[config.mk]
export PLATFORM = sky130hd
export DESIGN_NAME = hierarchical_tree_lock_manager
export DESIGN_NICKNAME = d
export VERILOG_FILES = /design/src/rtl/htlm_pkg.sv /design/src/rtl/htlm_ram.sv /design/src/rtl/hierarchical_tree_lock_manager.sv
export SDC_FILE = /design/constraint.sdc
export NUM_CORES = 2
export LEC_CHECK = 0
export ABC_AREA = 0
export BUFFER_PORTS_ARGS = -buffer_cell sky130_fd_sc_hd__buf_4
export CORE_MARGIN = 3
export CORE_UTILIZATION = 30
export CTS_CLUSTER_SIZE = 8
export DETAILED_ROUTE_END_ITERATION = 7
export GPL_TIMING_DRIVEN = 0
export PLACE_DENSITY = 0.45
export SYNTH_ARGS = -nofsm -noshare
export SYNTH_HDL_FRONTEND = slang
export SYNTH_SLANG_ARGS = --single-unit
[constraint.sdc]
create_clock -name i_clk -period 9.6 [get_ports i_clk]
set_clock_uncertainty 0.15 [all_clocks]
set_input_delay 2.88 -clock i_clk [delete_from_list [all_inputs] [get_ports i_clk]]
set_output_delay 2.88 -clock i_clk [all_outputs]
set_load 0.02 [all_outputs]
[src/rtl/htlm_pkg.sv]
// Shared types and constants of the hierarchical tree lock manager.
`default_nettype none
package htlm_pkg;

    typedef enum logic [2:0] {
        S_CLEAR,
        S_IDLE,
        S_ANC,
        S_DESC,
        S_WIPE,
        S_COMMIT
    } t_state;

    localparam logic [1:0] MODE_LOCK    = 2'd0;
    localparam logic [1:0] MODE_UNLOCK  = 2'd1;
    localparam logic [1:0] MODE_UPGRADE = 2'd2;

    localparam logic REG_ARITY = 1'b0;
    localparam logic REG_COUNT = 1'b1;

    localparam logic [5:0] ARITY_RST = 6'd2;
    localparam logic [6:0] COUNT_RST = 7'd64;

    localparam int OWNER_W = 16;
    localparam int LOCK_W  = OWNER_W + 1;

endpackage
`default_nettype wire

[src/rtl/htlm_ram.sv]
// Generic single-port synchronous RAM with registered read.
`default_nettype none
module htlm_ram #(
    parameter int WIDTH = 8,
    parameter int DEPTH = 64
) (
    input  wire logic                     i_clk,
    input  wire logic                     i_we,
    input  wire logic [$clog2(DEPTH)-1:0] i_addr,
    input  wire logic [WIDTH-1:0]         i_wdata,
    output logic      [WIDTH-1:0]         o_rdata
);

    logic [WIDTH-1:0] r_mem [DEPTH];
    logic [WIDTH-1:0] r_rdata;

    always_ff @(posedge i_clk) begin
        if (i_we) begin
            r_mem[i_addr] <= i_wdata;
        end
        r_rdata <= r_mem[i_addr];
    end

    assign o_rdata = r_rdata;

endmodule
`default_nettype wire

[src/rtl/hierarchical_tree_lock_manager.sv]
// Lock manager top level: lock/owner RAM, parent RAM and request sequencer.
// Steps: an out-of-range or unknown-mode request is refused straight from idle; otherwise each
// ancestor is visited (self included), read then checked; lock and upgrade then scan the descendants
// and end the scan, upgrade then wipes the descendants and ends the wipe, and both then commit.
// Throughput: one request at a time; the next is taken the cycle after the result is accepted.
// Reset and every register write run a clearing pass over all MAX_NODES entries (no requests taken).
`default_nettype none
module hierarchical_tree_lock_manager #(
    parameter int MAX_NODES = 64
) (
    input  wire logic        i_clk,
    input  wire logic        i_rst_n,
    input  wire logic        psel,
    input  wire logic        penable,
    input  wire logic        pwrite,
    input  wire logic [2:0]  paddr,
    input  wire logic [31:0] pwdata,
    output logic      [31:0] prdata,
    output logic             pready,
    input  wire logic        i_valid,
    output logic             o_ready,
    input  wire logic [1:0]  i_mode,
    input  wire logic [5:0]  i_node_index,
    input  wire logic [15:0] i_user_id,
    output logic             o_valid,
    input  wire logic        i_ready,
    output logic             o_granted
);

    localparam int IW = $clog2(MAX_NODES);
    localparam int RW = IW + 7;

    htlm_pkg::t_state r_state, n_state;
    logic [5:0]  r_arity, n_arity;
    logic [6:0]  r_count, n_count;
    logic [IW-1:0] r_ptr, n_ptr;
    logic [IW-1:0] r_par, n_par;
    logic [5:0]  r_sub, n_sub;
    logic [1:0]  r_mode, n_mode;
    logic [IW-1:0] r_idx, n_idx;
    logic [15:0] r_user, n_user;
    logic [IW-1:0] r_p, n_p;
    logic        r_ph, n_ph;
    logic        r_self, n_self;
    logic        r_found, n_found;
    logic [RW-1:0] r_lo, n_lo;
    logic [RW-1:0] r_hi, n_hi;
    logic [RW-1:0] r_j, n_j;
    logic        r_ovalid, n_ovalid;
    logic        r_granted, n_granted;

    logic [5:0]    a_eff;
    logic [RW-1:0] n_eff;
    logic          cfg_wr;
    logic          accept;
    logic          unl_ok;
    logic [RW+5:0] idx_prod, lo_prod, hi_prod;
    logic [RW-1:0] first_lo, first_hi;

    logic                        lk_we;
    logic [IW-1:0]               lk_addr;
    logic [htlm_pkg::LOCK_W-1:0] lk_wdata, lk_q;
    logic                        pa_we;
    logic [IW-1:0]               pa_addr, pa_wdata, pa_q;

    htlm_ram #(.WIDTH(htlm_pkg::LOCK_W), .DEPTH(MAX_NODES)) u_lock_ram (
        .i_clk   (i_clk),
        .i_we    (lk_we),
        .i_addr  (lk_addr),
        .i_wdata (lk_wdata),
        .o_rdata (lk_q)
    );

    htlm_ram #(.WIDTH(IW), .DEPTH(MAX_NODES)) u_parent_ram (
        .i_clk   (i_clk),
        .i_we    (pa_we),
        .i_addr  (pa_addr),
        .i_wdata (pa_wdata),
        .o_rdata (pa_q)
    );

    assign a_eff  = (r_arity == 6'd0) ? 6'd1 : r_arity;
    assign n_eff  = (RW'(r_count) > RW'(MAX_NODES)) ? RW'(MAX_NODES) : RW'(r_count);
    assign cfg_wr = psel && penable && pwrite && pready;
    assign pready = 1'b1;
    assign o_ready = (r_state == htlm_pkg::S_IDLE) && !r_ovalid;
    assign accept  = i_valid && o_ready;
    assign o_valid   = r_ovalid;
    assign o_granted = r_granted;
    assign unl_ok = lk_q[htlm_pkg::LOCK_W-1] && (lk_q[htlm_pkg::OWNER_W-1:0] == r_user);

    assign idx_prod = RW'(r_idx) * a_eff;
    assign lo_prod  = r_lo * a_eff;
    assign hi_prod  = r_hi * a_eff;
    assign first_lo = RW'(idx_prod) + RW'(1);
    assign first_hi = RW'(idx_prod) + RW'(a_eff);

    always_comb begin
        case (paddr[2])
            htlm_pkg::REG_ARITY: prdata = {26'd0, r_arity};
            htlm_pkg::REG_COUNT: prdata = {25'd0, r_count};
            default:             prdata = 32'd0;
        endcase
    end

    // next state
    always_comb begin
        n_state   = r_state;
        n_arity   = r_arity;
        n_count   = r_count;
        n_ptr     = r_ptr;
        n_par     = r_par;
        n_sub     = r_sub;
        n_mode    = r_mode;
        n_idx     = r_idx;
        n_user    = r_user;
        n_p       = r_p;
        n_ph      = r_ph;
        n_self    = r_self;
        n_found   = r_found;
        n_lo      = r_lo;
        n_hi      = r_hi;
        n_j       = r_j;
        n_ovalid  = r_ovalid && !i_ready;
        n_granted = r_granted;
        case (r_state)
            htlm_pkg::S_CLEAR: begin
                n_ptr = r_ptr + IW'(1);
                if (r_ptr != '0) begin
                    if (r_sub == a_eff - 6'd1) begin
                        n_sub = 6'd0;
                        n_par = r_par + IW'(1);
                    end else begin
                        n_sub = r_sub + 6'd1;
                    end
                end
                if (r_ptr == IW'(MAX_NODES - 1)) begin
                    n_state = htlm_pkg::S_IDLE;
                end
            end
            htlm_pkg::S_IDLE: begin
                if (accept) begin
                    n_mode = i_mode;
                    n_idx  = IW'(i_node_index);
                    n_user = i_user_id;
                    n_p    = IW'(i_node_index);
                    n_ph   = 1'b0;
                    n_self = 1'b1;
                    if ((RW'(i_node_index) < n_eff) &&
                        (i_mode inside {htlm_pkg::MODE_LOCK, htlm_pkg::MODE_UNLOCK,
                                        htlm_pkg::MODE_UPGRADE})) begin
                        n_state = htlm_pkg::S_ANC;
                    end else begin
                        n_ovalid  = 1'b1;
                        n_granted = 1'b0;
                    end
                end
            end
            htlm_pkg::S_ANC: begin
                if (!r_ph) begin
                    n_ph = 1'b1;
                end else if (r_self && r_mode == htlm_pkg::MODE_UNLOCK) begin
                    n_ovalid  = 1'b1;
                    n_granted = unl_ok;
                    n_state   = htlm_pkg::S_IDLE;
                end else if (lk_q[htlm_pkg::LOCK_W-1]) begin
                    n_ovalid  = 1'b1;
                    n_granted = 1'b0;
                    n_state   = htlm_pkg::S_IDLE;
                end else if (r_p == '0) begin
                    n_lo    = first_lo;
                    n_hi    = first_hi;
                    n_j     = first_lo;
                    n_ph    = 1'b0;
                    n_found = 1'b0;
                    n_state = htlm_pkg::S_DESC;
                end else begin
                    n_p    = pa_q;
                    n_self = 1'b0;
                    n_ph   = 1'b0;
                end
            end
            htlm_pkg::S_DESC: begin
                if (!r_ph) begin
                    if (r_j >= n_eff) begin
                        if (r_mode == htlm_pkg::MODE_LOCK) begin
                            n_state = htlm_pkg::S_COMMIT;
                        end else if (r_found) begin
                            n_lo    = first_lo;
                            n_hi    = first_hi;
                            n_j     = first_lo;
                            n_state = htlm_pkg::S_WIPE;
                        end else begin
                            n_ovalid  = 1'b1;
                            n_granted = 1'b0;
                            n_state   = htlm_pkg::S_IDLE;
                        end
                    end else begin
                        n_ph = 1'b1;
                    end
                end else begin
                    n_ph = 1'b0;
                    if (lk_q[htlm_pkg::LOCK_W-1] &&
                        (r_mode == htlm_pkg::MODE_LOCK ||
                         lk_q[htlm_pkg::OWNER_W-1:0] != r_user)) begin
                        n_ovalid  = 1'b1;
                        n_granted = 1'b0;
                        n_state   = htlm_pkg::S_IDLE;
                    end else begin
                        if (lk_q[htlm_pkg::LOCK_W-1]) begin
                            n_found = 1'b1;
                        end
                        if (r_j == r_hi) begin
                            n_lo = RW'(lo_prod) + RW'(1);
                            n_hi = RW'(hi_prod) + RW'(a_eff);
                            n_j  = RW'(lo_prod) + RW'(1);
                        end else begin
                            n_j = r_j + RW'(1);
                        end
                    end
                end
            end
            htlm_pkg::S_WIPE: begin
                if (r_j >= n_eff) begin
                    n_state = htlm_pkg::S_COMMIT;
                end else if (r_j == r_hi) begin
                    n_lo = RW'(lo_prod) + RW'(1);
                    n_hi = RW'(hi_prod) + RW'(a_eff);
                    n_j  = RW'(lo_prod) + RW'(1);
                end else begin
                    n_j = r_j + RW'(1);
                end
            end
            htlm_pkg::S_COMMIT: begin
                n_ovalid  = 1'b1;
                n_granted = 1'b1;
                n_state   = htlm_pkg::S_IDLE;
            end
            default: begin
                n_state = htlm_pkg::S_CLEAR;
            end
        endcase
        if (cfg_wr) begin
            case (paddr[2])
                htlm_pkg::REG_ARITY: n_arity = pwdata[5:0];
                htlm_pkg::REG_COUNT: n_count = pwdata[6:0];
                default:             n_count = r_count;
            endcase
            n_state = htlm_pkg::S_CLEAR;
            n_ptr   = '0;
            n_par   = '0;
            n_sub   = 6'd0;
        end
    end

    // memory control
    always_comb begin
        lk_we    = 1'b0;
        lk_addr  = r_idx;
        lk_wdata = '0;
        pa_we    = 1'b0;
        pa_addr  = r_p;
        pa_wdata = r_par;
        case (r_state)
            htlm_pkg::S_CLEAR: begin
                lk_we   = 1'b1;
                lk_addr = r_ptr;
                pa_we   = 1'b1;
                pa_addr = r_ptr;
            end
            htlm_pkg::S_ANC: begin
                if (!r_ph) begin
                    lk_addr = r_p;
                end else if (r_self && r_mode == htlm_pkg::MODE_UNLOCK && unl_ok) begin
                    lk_we = 1'b1;
                end
            end
            htlm_pkg::S_DESC: begin
                lk_addr = r_j[IW-1:0];
            end
            htlm_pkg::S_WIPE: begin
                if (r_j < n_eff) begin
                    lk_we   = 1'b1;
                    lk_addr = r_j[IW-1:0];
                end
            end
            htlm_pkg::S_COMMIT: begin
                lk_we    = 1'b1;
                lk_wdata = {1'b1, r_user};
            end
            default: begin
                lk_we = 1'b0;
            end
        endcase
    end

    always_ff @(posedge i_clk) begin
        if (!i_rst_n) begin
            r_state  <= htlm_pkg::S_CLEAR;
            r_arity  <= htlm_pkg::ARITY_RST;
            r_count  <= htlm_pkg::COUNT_RST;
            r_ptr    <= '0;
            r_par    <= '0;
            r_sub    <= 6'd0;
            r_ph     <= 1'b0;
            r_ovalid <= 1'b0;
        end else begin
            r_state  <= n_state;
            r_arity  <= n_arity;
            r_count  <= n_count;
            r_ptr    <= n_ptr;
            r_par    <= n_par;
            r_sub    <= n_sub;
            r_ph     <= n_ph;
            r_ovalid <= n_ovalid;
        end
    end

    always_ff @(posedge i_clk) begin
        r_mode    <= n_mode;
        r_idx     <= n_idx;
        r_user    <= n_user;
        r_p       <= n_p;
        r_self    <= n_self;
        r_found   <= n_found;
        r_lo      <= n_lo;
        r_hi      <= n_hi;
        r_j       <= n_j;
        r_granted <= n_granted;
    end

    a_no_accept_pending: assert property (@(posedge i_clk) disable iff (!i_rst_n)
        o_ready |-> !o_valid)
        else $error("request taken while a result is pending");

    a_clear_blocks: assert property (@(posedge i_clk) disable iff (!i_rst_n)
        (r_state == htlm_pkg::S_CLEAR) |-> !o_ready)
        else $error("request taken during clearing pass");

    a_cfg_clears: assert property (@(posedge i_clk) disable iff (!i_rst_n)
        cfg_wr |=> (r_state == htlm_pkg::S_CLEAR))
        else $error("register write did not start clearing pass");

    a_result_source: assert property (@(posedge i_clk) disable iff (!i_rst_n)
        $rose(o_valid) |-> ($past(r_state) != htlm_pkg::S_CLEAR))
        else $error("result raised during clearing pass");

endmodule
`default_nettype wire

# Word-level counts from Yosys, hierarchy flattened
# Memory sizes are Yosys's and may differ from the RTL's. A register that Yosys moved wholly into a read port is not among the register bits.
# Cells that the tools add are included.
op_classes:
  add_sub_neg: 9
  n_mul: 3
  n_lt_le_gt_ge: 4
  n_eq_ne: 35
  n_mux: 110
  n_bitwise: 2
  n_reduce_logical: 38
ops:
  columns: ["operator", "n"]
  rows:
  - ["13-bit 2-to-1 mux", 26]
  - ["13-bit one-hot mux with 3 select lines", 3]
  - ["32-bit one-hot mux with 2 select lines", 1]
  - ["6-bit 2-to-1 mux", 10]
  - ["1-bit 2-to-1 mux", 46]
  - ["3-bit 2-to-1 mux", 13]
  - ["13-bit by 1-bit adder with 13-bit output (second input constant)", 2]
  - ["13-bit by 6-bit multiplier with 13-bit output", 2]
  - ["2-bit != test (second input constant)", 12]
  - ["6-bit one-hot mux with 4 select lines", 1]
  - ["6-bit by 1-bit adder with 6-bit output (second input constant)", 3]
  - ["3-bit != test (second input constant)", 6]
  - ["3-bit one-hot mux with 6 select lines", 1]
  - ["17-bit 2-to-1 mux", 1]
  - ["16-bit equality test", 1]
  - ["16-bit != test", 1]
  - ["8-bit AND reduction", 2]
  - ["12-bit by 1-bit adder with 13-bit output (second input constant)", 1]
  - ["12-bit by 6-bit adder with 13-bit output", 1]
  - ["13-bit by 6-bit adder with 13-bit output", 1]
  - ["13-bit equality test", 1]
  - ["13-bit by 7-bit greater-or-equal comparator with 1-bit output", 1]
  - ["13-bit by 7-bit less-than comparator with 1-bit output", 1]
  - ["6-bit zero test", 2]
  - ["35 further kinds", 62]
word_totals:
  register_bits: 108
  mem_bits_rw: 1472
  input_bits: 66
  output_inout_bits: 36
  word_cells: 221
  memories: 2
mem_list:
  columns: ["name", "words", "width", "rd", "rd_clocked_by_memory_dff", "write_ports", "line", "rtl"]
  rows:
  - ["u_lock_ram.r_mem", 64, 17, 1, 1, 1, "htlm_ram.sv:14", "logic [WIDTH-1:0] r_mem [DEPTH];"]
  - ["u_parent_ram.r_mem", 64, 6, 1, 1, 1, "htlm_ram.sv:14", null]

# Depth between registers and ports, before layout
depth:
  ltp_word: 9
  depth_mapped: 22
  mapped_depth_nobuf: 20

# Modules after synthesis
# Synthesis repeated with hierarchy kept, for this count alone.
unflattened:
  hier_cells: 4695
  area_unflattened_um2: 69296.5
modules_own_cells:
  columns: ["module", "n_inst", "cells_per_inst", "area_per_inst_um2", "seq_area_each_um2"]
  rows:
  - ["htlm_ram (u_lock_ram)", 1, 2399, 42102.9, 33011.7]
  - ["htlm_ram (u_parent_ram)", 1, 923, 15265.9, 11651.2]
  - ["hierarchical_tree_lock_manager", 1, 1373, 11927.7, 2882.8]

# Worst setup path before layout
# Ideal clock, no wire load.
synth_path:
  path_kind: "input -> output"
  startpoint: "input paddr[2]"
  endpoint: "output prdata[1]"
  t_arrival_ns: 3.575
  t_required_ns: 6.570
  setup_slack_ns: 2.995
  stages: 2
  n_path_buf: 1
  path_cell_list: "clkbuf_1 -> o21ai_0"
synth_between:
  elab_chain_len: 2
synth_rtl:
  columns: ["item", "line", "rtl"]
  rows:
  - ["start, declared", "hierarchical_tree_lock_manager.sv:16", "input wire logic [2:0] paddr,"]
  - ["1-bit inverter (no line)", null, null]
  - ["32-bit one-hot mux with 2 select lines (*)", "hierarchical_tree_lock_manager.sv:99", "case (paddr[2])"]
  - ["end, declared", "hierarchical_tree_lock_manager.sv:18", "output logic [31:0] prdata,"]
# Mark *: on every way between the ends. The rest lies on a longest branch, timed or not. The select of a mux whose other input is x is not followed.

# Worst setup path after layout
layout_path:
  startpoint: "register r_arity[2]"
  endpoint: "register r_j[11], data pin"
layout_between:
  elab_chain_len: 9
  word_cells_on_any_way: 18
  cone_classes: "add/sub: 2; mul: 2; mux: 13; reduce/logical: 1"
layout_rtl:
  columns: ["item", "line", "rtl"]
  rows:
  - ["start, declared", "hierarchical_tree_lock_manager.sv:34", "logic [5:0] r_arity, n_arity;"]
  - ["start signal, assigned", "hierarchical_tree_lock_manager.sv:300", "r_arity <= htlm_pkg::ARITY_RST;"]
  - ["start signal, assigned", "hierarchical_tree_lock_manager.sv:309", "r_arity <= n_arity;"]
  - ["6-bit zero test", "hierarchical_tree_lock_manager.sv:82", "assign a_eff = (r_arity == 6'd0) ? 6'd1 : r_arity;"]
  - ["6-bit 2-to-1 mux (*)", "hierarchical_tree_lock_manager.sv:82", null]
  - ["parallel branches: the longest is 6 deep, another holds 13-bit by 6-bit multiplier with 13-bit output", null, null]
  - ["13-bit one-hot mux with 3 select lines (*)", "hierarchical_tree_lock_manager.sv:126", "case (r_state)"]
  - ["net n_j[11]", "hierarchical_tree_lock_manager.sv:48", "logic [RW-1:0] r_j, n_j;"]
  - ["end signal, assigned", "hierarchical_tree_lock_manager.sv:328", "r_j <= n_j;"]
  - ["end, declared", "hierarchical_tree_lock_manager.sv:48", null]
# Mark *: on every way through the listed nets, which the timed path passes. The select of a mux whose other input is x is not followed.
# A chain may end at the register's enable or synchronous reset.

==> impl_results.rst <==
.. list-table::
   :header-rows: 1

   * - Metric
     - Value
   * - Total CTS buffers
     - ~220
   * - # setup viols final
     - 0
   * - Overall via count from detail_route
     - between 50,000 and 60,000
   * - Multi-input gate area in the final layout
     - between 20,000 and 25,000 µm²
   * - Yosys warns
     - 0
   * - Slowest cell on the critical path
     - o21bai_1
   * - Wire length of the first global-routing pass
     - ~420 mm
   * - Clock tree from TritonCTS
     - yes
   * - DR vias/cell
     - approximately 5.8
   * - Drt initial violations
     - ~7,700
   * - Total number of clock tree sinks
     - around 1,600
   * - Initial cell density of the core
     - between 30% and 40%
   * - Gpl congestion
     - around 0.94
   * - Clk slew on worst S/H paths
     - about 0.060 ns
   * - CP peak stage delay
     - between 0.9 and 1 ns
   * - Register Area
     - 47,600 µm²
   * - Global-route usage over all layers
     - approximately a quarter
   * - Antenna violations before repair
     - 15
   * - Count of cell types in the netlist
     - a little under 80
   * - Cell-internal power
     - between 0.015 and 0.02 W
   * - Number of pins exceeding their max-slew limit in the final report
     - 52
   * - Flip-flop and latch count after synthesis
     - around 1,600
   * - Cells traversed along the worst timing path
     - clkbuf_1, or4_1, o21bai_1, clkbuf_1, nand2_1, fa_1, inv_1, ha_1, ha_1, ha_1, fa_1, a21o_1, a21oi_1, o21bai_1, a21oi_1, xnor2_1, and2_1, nand2_1, nor3_1, xnor2_1, o21ai_0
   * - Post-synthesis sequential area ratio
     - between 60% and 70%
   * - Critical Path Most Common Cell
     - ha_1
   * - Hold Path Class
     - flip-flop to flip-flop
   * - HPWL reported at the end of detailed placement
     - about 220 mm
   * - RSZ-0062 raised after global routing
     - no
   * - Number of fill cells in the layout
     - between 20,000 and 25,000
   * - Hold Vio Cnt, Final
     - 0
   * - Largest vdd supply drop
     - just over 300 µV
   * - Area inside the core boundary
     - 231,000 µm²
   * - Static leakage
     - between 20 and 30 nW
   * - Async set or reset register ratio after synthesis
     - 0%
   * - Max-Slew Margin vs Limit
     - -6.16%
   * - Crit path required time
     - roughly 10 ns
   * - Mean Syn Cell Area
     - approximately 13 µm²
   * - Post-route DRC violation count
     - 0
   * - Logic gate share of total power
     - between 40% and 50%
   * - Net switching component of the power
     - about 0.014 W
   * - Avg WL per Cell
     - about 36 µm
   * - Clock network fraction of design power
     - about a quarter
   * - Layout overhead on the synthesized area
     - 18.8%
   * - Input/output buffers
     - 47
   * - Setup Buffers After CTS
     - 0
   * - Setup TNS
     - 0 ns
   * - Number of standard-cell rows in the floorplan
     - between 150 and 200
   * - Post-Route WL
     - ~310 mm
   * - Die X-Extent
     - 488 µm
   * - Sequential share of power
     - between 20% and 30%
   * - Post-CTS Resized
     - 0
   * - Fin nets
     - 5,959
   * - Critical path arrival
     - roughly 7.7 ns
   * - Chip Height
     - between 400 and 500 µm
   * - GRT overflow
     - 0
   * - Result of the run
     - finished with violations
   * - Worst skew pair latency
     - 0.89 ns
   * - Number of flops mapped to enable cells by yosys
     - approximately 1,500
   * - Prevailing post-synth register cell
     - edfxtp_1
   * - Maximum number of pins on one net before global-route repair
     - 65
   * - Number of H-tree levels
     - 4
   * - Hold-fix buffer count after cts
     - 0
   * - Power Dens Cells
     - about 370 nW/µm²
   * - Mapped Area
     - ~70,000 µm²
   * - Vias in the first global route
     - 48,300
   * - Final period utilization
     - between 70% and 80%
   * - IO Pins
     - approximately 100
   * - Clock root cell
     - clkbuf_16
   * - Count of nets left with antenna violations after detail routing
     - 0
   * - Maximum number of buffers from clock root to sink
     - 3
   * - Kind of start point of the critical path
     - flip-flop
   * - Fraction of final layout cells sized beyond drive strength 1
     - between 10% and 20%
   * - First-pass detailed-route iteration total
     - 6
   * - Final cell count without fillers
     - around 9,000
   * - Net Sw Frac
     - roughly 48%
   * - Gate Count Post-Synth
     - between 5,000 and 6,000
   * - Shortest period the worst path allows
     - about 7.3 ns
   * - Top fanout value on the critical path
     - 10
   * - Worst-margin pin slew
     - 1.59 ns
   * - Kind of capture point of the worst setup path
     - flip-flop
   * - CP bufs+invs
     - 3
   * - Critical path start-end classification
     - flip-flop to flip-flop
   * - Max Cap Violations
     - 7
   * - Kind of cell adding the most delay to the critical path
     - adder cells
   * - Fmax achieved
     - roughly 140 MHz
   * - Violated checks
     - capacitance limit, slew limit
   * - Die area
     - roughly 240,000 µm²
   * - Number of placed instances, taps included
     - 8,524
power groups by stage:
stage | registers, W | logic (W) | clock network [W]
floorplan | 0.00848 | 0.00681 | 0
global placement | 0.00859 | 0.0135 | 0
detailed placement | 0.00854 | 0.0140 | 0
CTS | 0.00841 | 0.0140 | 0.00727
global route | 0.00844 | 0.0149 | 0.00755
finish | 0.00841 | 0.0147 | 0.00724
per-layer routing:
| layer | wire, µm | GRT usage (%) |
|---|---|---|
| met5 | 456 | 0.939 |
| met1 | 124000 | 33.9 |
| met2 | 138000 | 39.2 |
| met3 | 36100 | 7.90 |
| met4 | 16300 | 11.3 |
path summary, 6_finish.rpt:
path / to / cells after the start / startpoint / slack, ns
worst max register to register: r_j[11]$_DFFE_PP_ / 21 / r_arity[2]$_SDFFE_PN0P_ / 2.29
worst max-delay path: r_j[11]$_DFFE_PP_ / 21 / r_arity[2]$_SDFFE_PN0P_ / 2.29
worst min register to register: r_count[1]$_SDFFE_PN0P_ / 2 / r_count[1]$_SDFFE_PN0P_ / 0.33
worst min-delay path: r_count[1]$_SDFFE_PN0P_ / 2 / r_count[1]$_SDFFE_PN0P_ / 0.33
sequential cells by signal, indices dropped and copies added, names as in the netlist:
| register | count |
|---|---|
| r_ph | 1 |
| o_granted | 1 |
| u_parent_ram.o_rdata | 6 |
| r_ptr | 6 |
| r_lo | 13 |
| r_sub | 6 |
| u_lock_ram.o_rdata | 17 |
| u_lock_ram.r_mem | 1088 |
| o_valid | 1 |
| r_hi | 13 |
| pa_wdata | 6 |
| r_j | 13 |
| r_mode | 2 |
| r_p | 6 |
| r_state | 3 |
| r_self | 1 |
| r_count | 7 |
| r_found | 1 |
| r_user | 16 |
| u_parent_ram.r_mem | 384 |
| r_idx | 6 |
| r_arity | 6 |
metrics by stage:
step / area [µm²] / util (%) / hold WS [ns] / worst slack, ns / power, W
after detailed placement: 76800 / 33.3 / 0.327 / 2.26 / 0.0225
after global placement: 74000 / 32.1 / 0.320 / 0.891 / 0.0221
after global routing: 83000 / 35.9 / 0.366 / 1.91 / 0.0309
after floorplan: 69900 / - / 0.303 / 2.99 / 0.0153
after CTS: 82900 / 35.9 / 0.336 / 2.22 / 0.0297
final: 83000 / 36.0 / 0.332 / 2.29 / 0.0304
layout make-up:
cell class              instances  area share, %
flip-flops and latches       1603           57.3
multi-input cells            3256           25.0
clock buffers                 282           6.93
well taps                    3026           4.56
repair buffers                151           3.04
plain buffers                 371           2.12
inverters                     118          0.534
clock inverters                17          0.475
diodes                          8         0.0241
worst min-delay path, cell delays in order, from the launching register on:
cell	delay, ns
dfxtp_1	0.32
nand2_1	0.05
a21boi_0	0.06
synthesized netlist by cell type (44+ instances only):
library cell,instances,area share (%)
a211oi_1,194,2.1
a31oi_1,235,2.1
inv_1,115,0.62
nand3_1,196,1.4
nor2_1,246,1.3
xnor2_1,67,0.84
a22oi_1,167,1.8
xor2_1,56,0.70
buf_2,143,1.0
ha_1,86,1.5
and2_1,114,1.0
o21ai_0,70,0.50
clkbuf_1,165,0.89
edfxtp_1,1544,66
fa_1,87,2.5
dfxtp_1,59,1.7
nand4_1,44,0.39
and3_1,220,2.0
a21oi_1,80,0.57
nand2_1,949,5.1
placed cells by master, fill, tap and decap left out, types with 146 or more instances in the layout:
cell type  instances
buf_2            146
nor2_1           162
a211oi_1         194
edfxtp_1        1544
nand2_1          949
and3_1           203
nand3_1          196
a22oi_1          167
clkbuf_16        220
clkbuf_1         226
a31oi_1          235
kinds of logic (layout without fill, tap and decap cells):
family                   Yosys count  after routing  share of synthesized area [%]
AO/OA/AOI/OAI                    986            986                           10.1
XOR/XNOR                         123            123                           1.54
adder cells (fa/ha/maj)          173            173                           4.04
buffers and inverters            489            939                           3.15
flip-flops                      1603           1603                           68.1
multiplexers                      37             37                          0.538
other                              2             34                         0.0108
AND/OR/NAND/NOR                 1911           1911                           12.6
(Power assumes the default switching activity.)
